--- src/sv/arrs_pkg.sv ---
// ----------------------------------------------------------------------------
// arrs_pkg
// Types and constants shared by the round robin ADC channel scanner.
// ----------------------------------------------------------------------------
package arrs_pkg;

  localparam int NUM_CHANNELS_DEF = 8;
  localparam int SAMPLE_BITS      = 10;
  localparam int TIMER_BITS       = 16;
  localparam int MASK_BITS        = 8;
  localparam int CHAN_OUT_BITS    = 3;
  localparam int READ_CH_BITS     = 4;
  localparam int CFG_INDEX_BITS   = 2;
  localparam int CFG_DATA_BITS    = 16;

  localparam logic [TIMER_BITS-1:0] TIMER_MAX     = '1;
  localparam logic [TIMER_BITS-1:0] SETTLE_RESET  = TIMER_BITS'(10);
  localparam logic [TIMER_BITS-1:0] SAMPLE_RESET  = TIMER_BITS'(90);

  // register indexes of the configuration port
  localparam logic [CFG_INDEX_BITS-1:0] REG_CHANNEL_MASK = 2'd0;
  localparam logic [CFG_INDEX_BITS-1:0] REG_SETTLE_TICKS = 2'd1;
  localparam logic [CFG_INDEX_BITS-1:0] REG_SAMPLE_TICKS = 2'd2;

  typedef enum logic {
    PH_START,
    PH_COLLECT
  } phase_t;

  typedef struct packed {
    logic                    converter_busy;
    logic [SAMPLE_BITS-1:0]  conversion_value;
    logic [READ_CH_BITS-1:0] read_channel;
  } tick_t;

  typedef struct packed {
    logic                     start_conversion;
    logic [CHAN_OUT_BITS-1:0] conversion_channel;
    logic                     sample_taken;
    logic [CHAN_OUT_BITS-1:0] active_channel;
    logic [SAMPLE_BITS-1:0]   read_value;
  } result_t;

endpackage

--- src/sv/arrs_next_channel.sv ---
// ----------------------------------------------------------------------------
// arrs_next_channel
// Rotating priority pick: first enabled channel after the current one.
// ----------------------------------------------------------------------------
module arrs_next_channel
  import arrs_pkg::*;
#(
  parameter int NUM_CHANNELS = NUM_CHANNELS_DEF,
  parameter int CH_W         = (NUM_CHANNELS > 1) ? $clog2(NUM_CHANNELS) : 1
) (
  input  logic [CH_W-1:0]         current,
  input  logic [NUM_CHANNELS-1:0] enabled,
  output logic [CH_W-1:0]         next
);

  localparam logic [CH_W:0] NUM_CH_L = (CH_W+1)'(NUM_CHANNELS);

  always_comb begin
    logic [CH_W:0] sum;
    logic [CH_W:0] cand;
    // keep the current channel when no other one is enabled
    next = current;
    // walk from the farthest offset down so the nearest enabled one wins
    for (int k = NUM_CHANNELS - 1; k >= 1; k--) begin
      sum  = {1'b0, current} + (CH_W+1)'(k);
      cand = (sum >= NUM_CH_L) ? (sum - NUM_CH_L) : sum;
      if (enabled[cand[CH_W-1:0]]) begin
        next = cand[CH_W-1:0];
      end
    end
  end

endmodule

--- src/sv/adc_round_robin_channel_scanner.sv ---
// ----------------------------------------------------------------------------
// adc_round_robin_channel_scanner
// Round robin scan sequencer for a multichannel converter with settle and
// sample timers and a per-channel sample store.
// ----------------------------------------------------------------------------
//  channel | handshake             | payload
//  tick    | tick_valid/tick_stall | tick     (tick_t)
//  result  | result_valid/stall    | result   (result_t)
//  config  | cfg_valid/cfg_ready   | cfg_index, cfg_data
//
// One tick per cycle; each accepted tick yields its result in the result
// register in the next cycle. The channel pick and timer compares settle in
// one pass. The tick side stalls only while the result register holds an
// untaken item. Reset clears state, timers, the sample store and loads register defaults.
// ----------------------------------------------------------------------------
module adc_round_robin_channel_scanner
  import arrs_pkg::*;
#(
  parameter int NUM_CHANNELS = NUM_CHANNELS_DEF
) (
  input  logic                      clk,
  input  logic                      rst,
  input  logic                      tick_valid,
  output logic                      tick_stall,
  input  tick_t                     tick,
  output logic                      result_valid,
  input  logic                      result_stall,
  output result_t                   result,
  input  logic                      cfg_valid,
  output logic                      cfg_ready,
  input  logic [CFG_INDEX_BITS-1:0] cfg_index,
  input  logic [CFG_DATA_BITS-1:0]  cfg_data
);

  localparam int CH_W = (NUM_CHANNELS > 1) ? $clog2(NUM_CHANNELS) : 1;
  localparam logic [READ_CH_BITS:0] NUM_CH_RD = (READ_CH_BITS+1)'(NUM_CHANNELS);

  logic [MASK_BITS-1:0]  channel_mask;
  logic [TIMER_BITS-1:0] settle_ticks;
  logic [TIMER_BITS-1:0] sample_ticks;

  phase_t                phase, phase_next;
  logic [CH_W-1:0]       current_channel, current_channel_next;
  logic [TIMER_BITS-1:0] settle_count, settle_count_next;
  logic [TIMER_BITS-1:0] sample_count, sample_count_next;
  logic [SAMPLE_BITS-1:0] sample_store [NUM_CHANNELS];

  logic [NUM_CHANNELS-1:0] enabled;
  logic [CH_W-1:0]         advanced;
  logic [TIMER_BITS-1:0]   settle_inc, sample_inc;
  logic                    started, taken;
  logic                    accept;
  logic                    rd_in_range;
  logic [CH_W-1:0]         rd_index;
  result_t                 result_next;

  assign accept     = tick_valid && !tick_stall;
  assign tick_stall = result_valid && result_stall;
  assign cfg_ready  = 1'b1;

  // channels beyond the mask width are never enabled
  for (genvar i = 0; i < NUM_CHANNELS; i++) begin : g_en
    if (i < MASK_BITS) begin : g_mask
      assign enabled[i] = channel_mask[i];
    end else begin : g_none
      assign enabled[i] = 1'b0;
    end
  end

  arrs_next_channel #(
    .NUM_CHANNELS(NUM_CHANNELS),
    .CH_W        (CH_W)
  ) u_next (
    .current(current_channel),
    .enabled(enabled),
    .next   (advanced)
  );

  assign settle_inc = (settle_count == TIMER_MAX) ? TIMER_MAX : settle_count + 1'b1;
  assign sample_inc = (sample_count == TIMER_MAX) ? TIMER_MAX : sample_count + 1'b1;

  // next state
  always_comb begin
    phase_next           = phase;
    current_channel_next = current_channel;
    settle_count_next    = settle_inc;
    sample_count_next    = sample_inc;
    if (channel_mask != '0) begin
      unique case (phase)
        PH_START: begin
          if (enabled[current_channel]) begin
            if (settle_inc >= settle_ticks) begin
              sample_count_next = '0;
              phase_next        = PH_COLLECT;
            end
          end else begin
            current_channel_next = advanced;
          end
        end
        PH_COLLECT: begin
          if (!tick.converter_busy && sample_inc >= sample_ticks) begin
            current_channel_next = advanced;
            phase_next           = PH_START;
            settle_count_next    = '0;
          end
        end
        default: begin
          phase_next = PH_START;
        end
      endcase
    end
  end

  // outputs
  always_comb begin
    started = 1'b0;
    taken   = 1'b0;
    if (channel_mask != '0) begin
      unique case (phase)
        PH_START:   started = enabled[current_channel] && (settle_inc >= settle_ticks);
        PH_COLLECT: taken   = !tick.converter_busy && (sample_inc >= sample_ticks);
        default:    started = 1'b0;
      endcase
    end
  end

  assign rd_in_range = {1'b0, tick.read_channel} < NUM_CH_RD;
  assign rd_index    = CH_W'(tick.read_channel);

  always_comb begin
    result_next.start_conversion   = started;
    result_next.conversion_channel = started ? CHAN_OUT_BITS'(current_channel) : '0;
    result_next.sample_taken       = taken;
    result_next.active_channel     = CHAN_OUT_BITS'(current_channel_next);
    // forward a value stored on this tick to a read of the same channel
    if (!rd_in_range) begin
      result_next.read_value = '0;
    end else if (taken && rd_index == current_channel) begin
      result_next.read_value = tick.conversion_value;
    end else begin
      result_next.read_value = sample_store[rd_index];
    end
  end

  always_ff @(posedge clk) begin
    if (rst) begin
      channel_mask <= '0;
      settle_ticks <= SETTLE_RESET;
      sample_ticks <= SAMPLE_RESET;
    end else if (cfg_valid && cfg_ready) begin
      unique case (cfg_index)
        REG_CHANNEL_MASK: channel_mask <= cfg_data[MASK_BITS-1:0];
        REG_SETTLE_TICKS: settle_ticks <= TIMER_BITS'(cfg_data);
        REG_SAMPLE_TICKS: sample_ticks <= TIMER_BITS'(cfg_data);
        default: ;
      endcase
    end
  end

  always_ff @(posedge clk) begin
    if (rst) begin
      phase           <= PH_START;
      current_channel <= '0;
      settle_count    <= '0;
      sample_count    <= '0;
      for (int i = 0; i < NUM_CHANNELS; i++) begin
        sample_store[i] <= '0;
      end
    end else if (accept) begin
      phase           <= phase_next;
      current_channel <= current_channel_next;
      settle_count    <= settle_count_next;
      sample_count    <= sample_count_next;
      if (taken) begin
        sample_store[current_channel] <= tick.conversion_value;
      end
    end
  end

  always_ff @(posedge clk) begin
    if (rst) begin
      result_valid <= 1'b0;
    end else if (accept) begin
      result_valid <= 1'b1;
    end else if (!result_stall) begin
      result_valid <= 1'b0;
    end
  end

  always_ff @(posedge clk) begin
    if (accept) begin
      result <= result_next;
    end
  end

endmodule
--- config.mk ---
export PLATFORM = sky130hd
export DESIGN_NAME = adc_round_robin_channel_scanner
export DESIGN_NICKNAME = d
export VERILOG_FILES = /design/src/sv/arrs_pkg.sv /design/src/sv/arrs_next_channel.sv /design/src/sv/adc_round_robin_channel_scanner.sv
export SDC_FILE = /design/constraint.sdc
export NUM_CORES = 1
export LEC_CHECK = 0
export BUFFER_PORTS_ARGS = -buffer_cell sky130_fd_sc_hd__buf_4
export CORE_ASPECT_RATIO = 0.8
export CORE_UTILIZATION = 45
export CTS_CLUSTER_DIAMETER = 120
export DETAILED_ROUTE_END_ITERATION = 6
export SYNTH_ARGS = -nofsm -noshare
export SYNTH_HDL_FRONTEND = slang
export SYNTH_HIERARCHICAL = 1
export SYNTH_SLANG_ARGS = --single-unit
--- constraint.sdc ---
create_clock -name clk -period 12 [get_ports clk]
set_clock_uncertainty 0.05 [all_clocks]
set_input_delay 1.8 -clock clk [delete_from_list [all_inputs] [get_ports clk]]
set_output_delay 1.8 -clock clk [all_outputs]
set_load 0.02 [all_outputs]
# Word-level counts from Yosys, hierarchy flattened
# Memories as Yosys holds them, arrays and structs flattened.
# Cells that the tools add are included.
# totals
memories	1
mem_bits_rw	80
elab_cells	132
regBits	95
output_inout_bits	21
inputBits	38
# op_classes
n_mux	63
addsub	16
magnitude_cmp	18
n_reduce_logical	14
bitwise_logic	1
n_eq_ne	6
# memory_table
memory	depth	width	rd	rd_clocked_by_memory_dff	write_ports	line_no	rtl
sample_store	8	10	1	0	8	adc_round_robin_channel_scanner.sv:46	logic [SAMPLE_BITS-1:0] sample_store [NUM_CHANNELS];
# op_table
cell	n
$mux W16	9
$mux W3	18
$add A16 B1 Y16 const B	2
$eq A16 B16 Y1 const B	2
$ge A16 B16 Y1	2
$lt A3 B4 Y1 const B	8
$ge A4 B4 Y1 const B	7
$bmux W1 S3	8
$mux W1	24
$sub A3 B1 Y3 const B	7
$mux W10	2
$add A3 B3 Y4 const B	4
$reduce_or A10 Y1	1
$add A3 B2 Y4 const B	2
$reduce_and A2 Y1	4
$reduce_bool A8 Y1	1
$pmux W3 S2	1
$logic_and A1 B1 Y1	5
$add A3 B1 Y4 const B	1
$lt A4 B4 Y1 const B	1
$eq A3 B3 Y1	1
$eq A2 B1 Y1 const B	1
$eq A2 B2 Y1 const B	1
$logic_not A1 Y1	2
4 further kinds	4

# Logic depth before layout (Yosys ltp)
# logic_depth
depth_word	15
depth_mapped	16
ltp_nobuf	14

# Modules after synthesis
# Netlist, hierarchy kept.
# modules_own_cells
mod	n_inst	seq_area_each_um2	cells_each	area_each_um2
adc_round_robin_channel_scanner	1	4484.3	899	9188.8
arrs_next_channel	1	0.0	98	888.4

# Worst setup path after synthesis
# Ideal clock, no wire load.
# synth_path
path_kind	register -> register
startpoint	register sample_count[6]
endpoint	memory sample_store[2][0] (enable)
t_arrival_ns	4.380
synth_period_minus_slack_ns	4.837
path_stages_with_launch	15
t_required_ns	11.543
setup_time_ns	0.407
slack_ns	7.163
path_buffers	2
cell_sequence	dfxtp_1 -> clkbuf_1 -> nand4_1 -> nor4_2 -> nand3_1 -> or4_1 -> o21a_1 -> ha_1 -> nand4_1 -> nor3_1 -> o2111ai_1 -> o21a_1 -> a211o_1 -> clkbuf_1 -> o41ai_1
# synth_lines
element	line_no	rtl
from (decl)	adc_round_robin_channel_scanner.sv:45	logic [TIMER_BITS-1:0] sample_count, sample_count_next;
from (signal assigned)	adc_round_robin_channel_scanner.sv:173	sample_count <= sample_count_next;
to (decl)	adc_round_robin_channel_scanner.sv:46	

==> impl_metrics.toml <==
[global_routing]
grt_pass1_wl_mm = 42.1
grt_pass1_vias = 7304
grt_usage_pct = 24.0
grt_max_degree = 102
gr-total-overflow = 0
antenna_found_initial = 0

[synth]
ys.flop_type = "edfxtp_1"
synthArstFlopShare_pct = 0
synth_nets = 1071
yosys-top-cells-area = "edfxtp_1 29%, dfxtp_1 15%, mux4_2 6.0%, nand2_1 5.7%, nor4_1 5.2%"
yosys.area.top_type = "edfxtp_1"
yosysSeqAreaShare_pct = 44.5
synth_edf_count = 98
syn_area_per_cell_um2 = 10.1
syn_inst = 997
synth_seq_cells = 175
ys_types = 77
syn_area_um2 = 10100
yosys_warnings = 6
synth_top_area_share_pct = 29.2

[floorplan]
core_um2 = 21700
die_w_um = 169
start_util_pct = 46.4
dieArea_um2 = 23000
fp-row-count = 48
ios = 59
die_h_um = 136

[clocking]
insertion_delay_ns = 0.44
cts_buffers = 17
cts_tree = "yes"
cts_hold_repair.buffers = 0
postCtsSetupBuffers = 0
cts_buffer_depth = 2
ctsResizeCount = 0
clock_sinks = 175
root_buffer = "clkbuf_16"
h-tree-depth = 4
path_clk_slew_ns = 0.07

[power_and_ir_drop]
p_per_area_nw_per_um2 = 127
ir_worst_vdd_mv = 0.0678
power_w = 0.00143
p_leak_nw = 4.05

[sta]
final.setup.tns_ns = 0
fin_crit_ns = 5.46
tightestPinTransition_ns = 1.26
finalCritPeriodShare_pct = 45.5
slew_violations = 0
rsz0062_at_grt = "no"
relSlewSlack_pct = 15.0
hold_violations = 0
fmax_mhz = 183
report.final.setup_viol = 0

[detailed_routing]
drt-initial-drc-count = 780
vias = 7827
drcViolationCount = 0
postRouteAntennaNets = 0
wl_mm = 26.4
drtPass1Iterations = 6
vias_per_cell = 5.93
routedWlPerCell_um = 20.0

[status]
status = "completed"

[worst_setup_path]
crit_path_end_kind = "register"
required_ns = 12.00
cp.arrival_ns = 5.46
cp_max_fo = 101
rrSetupSlack_ns = 6.54
crit_path_start_kind = "register"
criticalPathCategory = "reg -> reg"

[layout]
n_fill_cell = 1977
drive_above_1_share_pct = 18.0
area_growth_pct = 12.0
diodes = 0
final_nets = 1081

[place]
portBuffers = 57
place_congestion = 0.861
dp_hpwl_mm = 18.3

[worst_hold_path]
hold_path_class = "reg -> reg"

[job]
drv_cap = 0
-- critical path, stage by stage, from the launching register on --
cell       delay, ns
dfxtp_1         0.47
nand3_2         0.18
nor4_2          0.47
nand3_1         0.21
or4_1           0.46
o21a_1          0.14
ha_1            0.28
nand4_1         0.13
nor3_1          0.30
o2111ai_1       0.16
o21a_1          0.26
a211o_2         0.31
buf_4           0.43
o41ai_2         1.19
-- cell usage in the layout (no fill, tap or decap), drive strengths merged, types with 9 or more instances in the layout --
master / Yosys / final
nor2: 40 / 40
o41ai: 9 / 9
edfxtp: 98 / 98
mux2: 27 / 27
o21ai: 21 / 21
ha: 36 / 36
nand2b: 9 / 9
nand4: 9 / 9
clkbuf: 48 / 17
o211ai: 22 / 22
mux4: 28 / 28
inv: 50 / 58
a21oi: 38 / 38
mux2i: 41 / 41
nor4: 84 / 84
o22ai: 10 / 10
buf: 30 / 69
a32o: 15 / 15
nand3: 27 / 27
a211oi: 9 / 9
nand2: 153 / 153
dfxtp: 77 / 77
xor2: 13 / 13
nor2b: 14 / 14
-- power breakdown --
group	total [W]	internal (W)	switching, W
logic	0.000199	0.0000760	0.000123
registers	0.000666	0.000653	0.0000123
clock network	0.000567	0.000297	0.000270
-- cells in the mapped netlist (22+ instances only) --
| cell | count |
|---|---|
| o211ai_1 | 22 |
| dfxtp_1 | 77 |
| nand2_1 | 153 |
| inv_1 | 47 |
| nand3_1 | 25 |
| edfxtp_1 | 98 |
| ha_1 | 36 |
| mux2i_1 | 41 |
| mux2_2 | 26 |
| nor4_1 | 83 |
| a21oi_1 | 36 |
| clkbuf_1 | 48 |
| mux4_2 | 27 |
| nor2_1 | 40 |
-- layout make-up --
class / instances / area [um2] / area share [%]
Inverter: 51 / 191 / 1.70
Clock buffer: 17 / 425 / 3.77
Clock inverter: 15 / 169 / 1.50
Tap cell: 300 / 375 / 3.33
Timing Repair Buffer: 69 / 518 / 4.59
Sequential cell: 175 / 4480 / 39.7
Multi-Input combinational cell: 693 / 5120 / 45.4
-- state kept, by name (all words and copies together), names as in the netlist --
name,cells
channel_mask,8
current_channel,3
phase,1
result,18
result_valid,1
sample_count,16
sample_store,80
sample_ticks,16
settle_count,16
settle_ticks,16
-- logic make-up after synthesis --
kind of cell,after synthesis,share of synthesized area [%]
AO/OA/AOI/OAI,169,12.2
other,1,0.0372
buffers and inverters,129,5.33
AND/OR/NAND/NOR,371,18.3
multiplexers,96,13.4
flip-flops,175,44.5
XOR/XNOR,20,1.74
adder cells (fa/ha/maj),36,4.47
-- final timing paths --
path	start	depth (start not counted)	endpoint
max	sample_count[2]$_SDFFE_PP0P_	13	sample_store[1][7]$_SDFFCE_PN0P_
min	settle_ticks[13]$_SDFFE_PP0P_	2	settle_ticks[13]$_SDFFE_PP0P_
max reg2reg	sample_count[2]$_SDFFE_PP0P_	13	sample_store[1][7]$_SDFFCE_PN0P_
min reg2reg	settle_ticks[13]$_SDFFE_PP0P_	2	settle_ticks[13]$_SDFFE_PP0P_
-- metrics by stage --
stage               hold WS (ns)  area, um2  worst slack (ns)  util [%]  cells
floorplan                  0.386      10100              7.16         -    997
global route               0.426      11300              6.06      51.9   1320
finish                     0.407      11300              6.54      51.9   1320
global placement           0.393      10700              6.76      49.2   1288
detailed placement         0.400      10700              6.62      49.2   1288
CTS                        0.411      11300              6.56      51.9   1320
-- layer usage --
metal,global-route usage (%),share of wire [%]
met3,5.01,7.7
met1,38.2,50
met4,6.41,1.1
met5,0,0
met2,32.4,41
(Power assumes the default switching activity.)
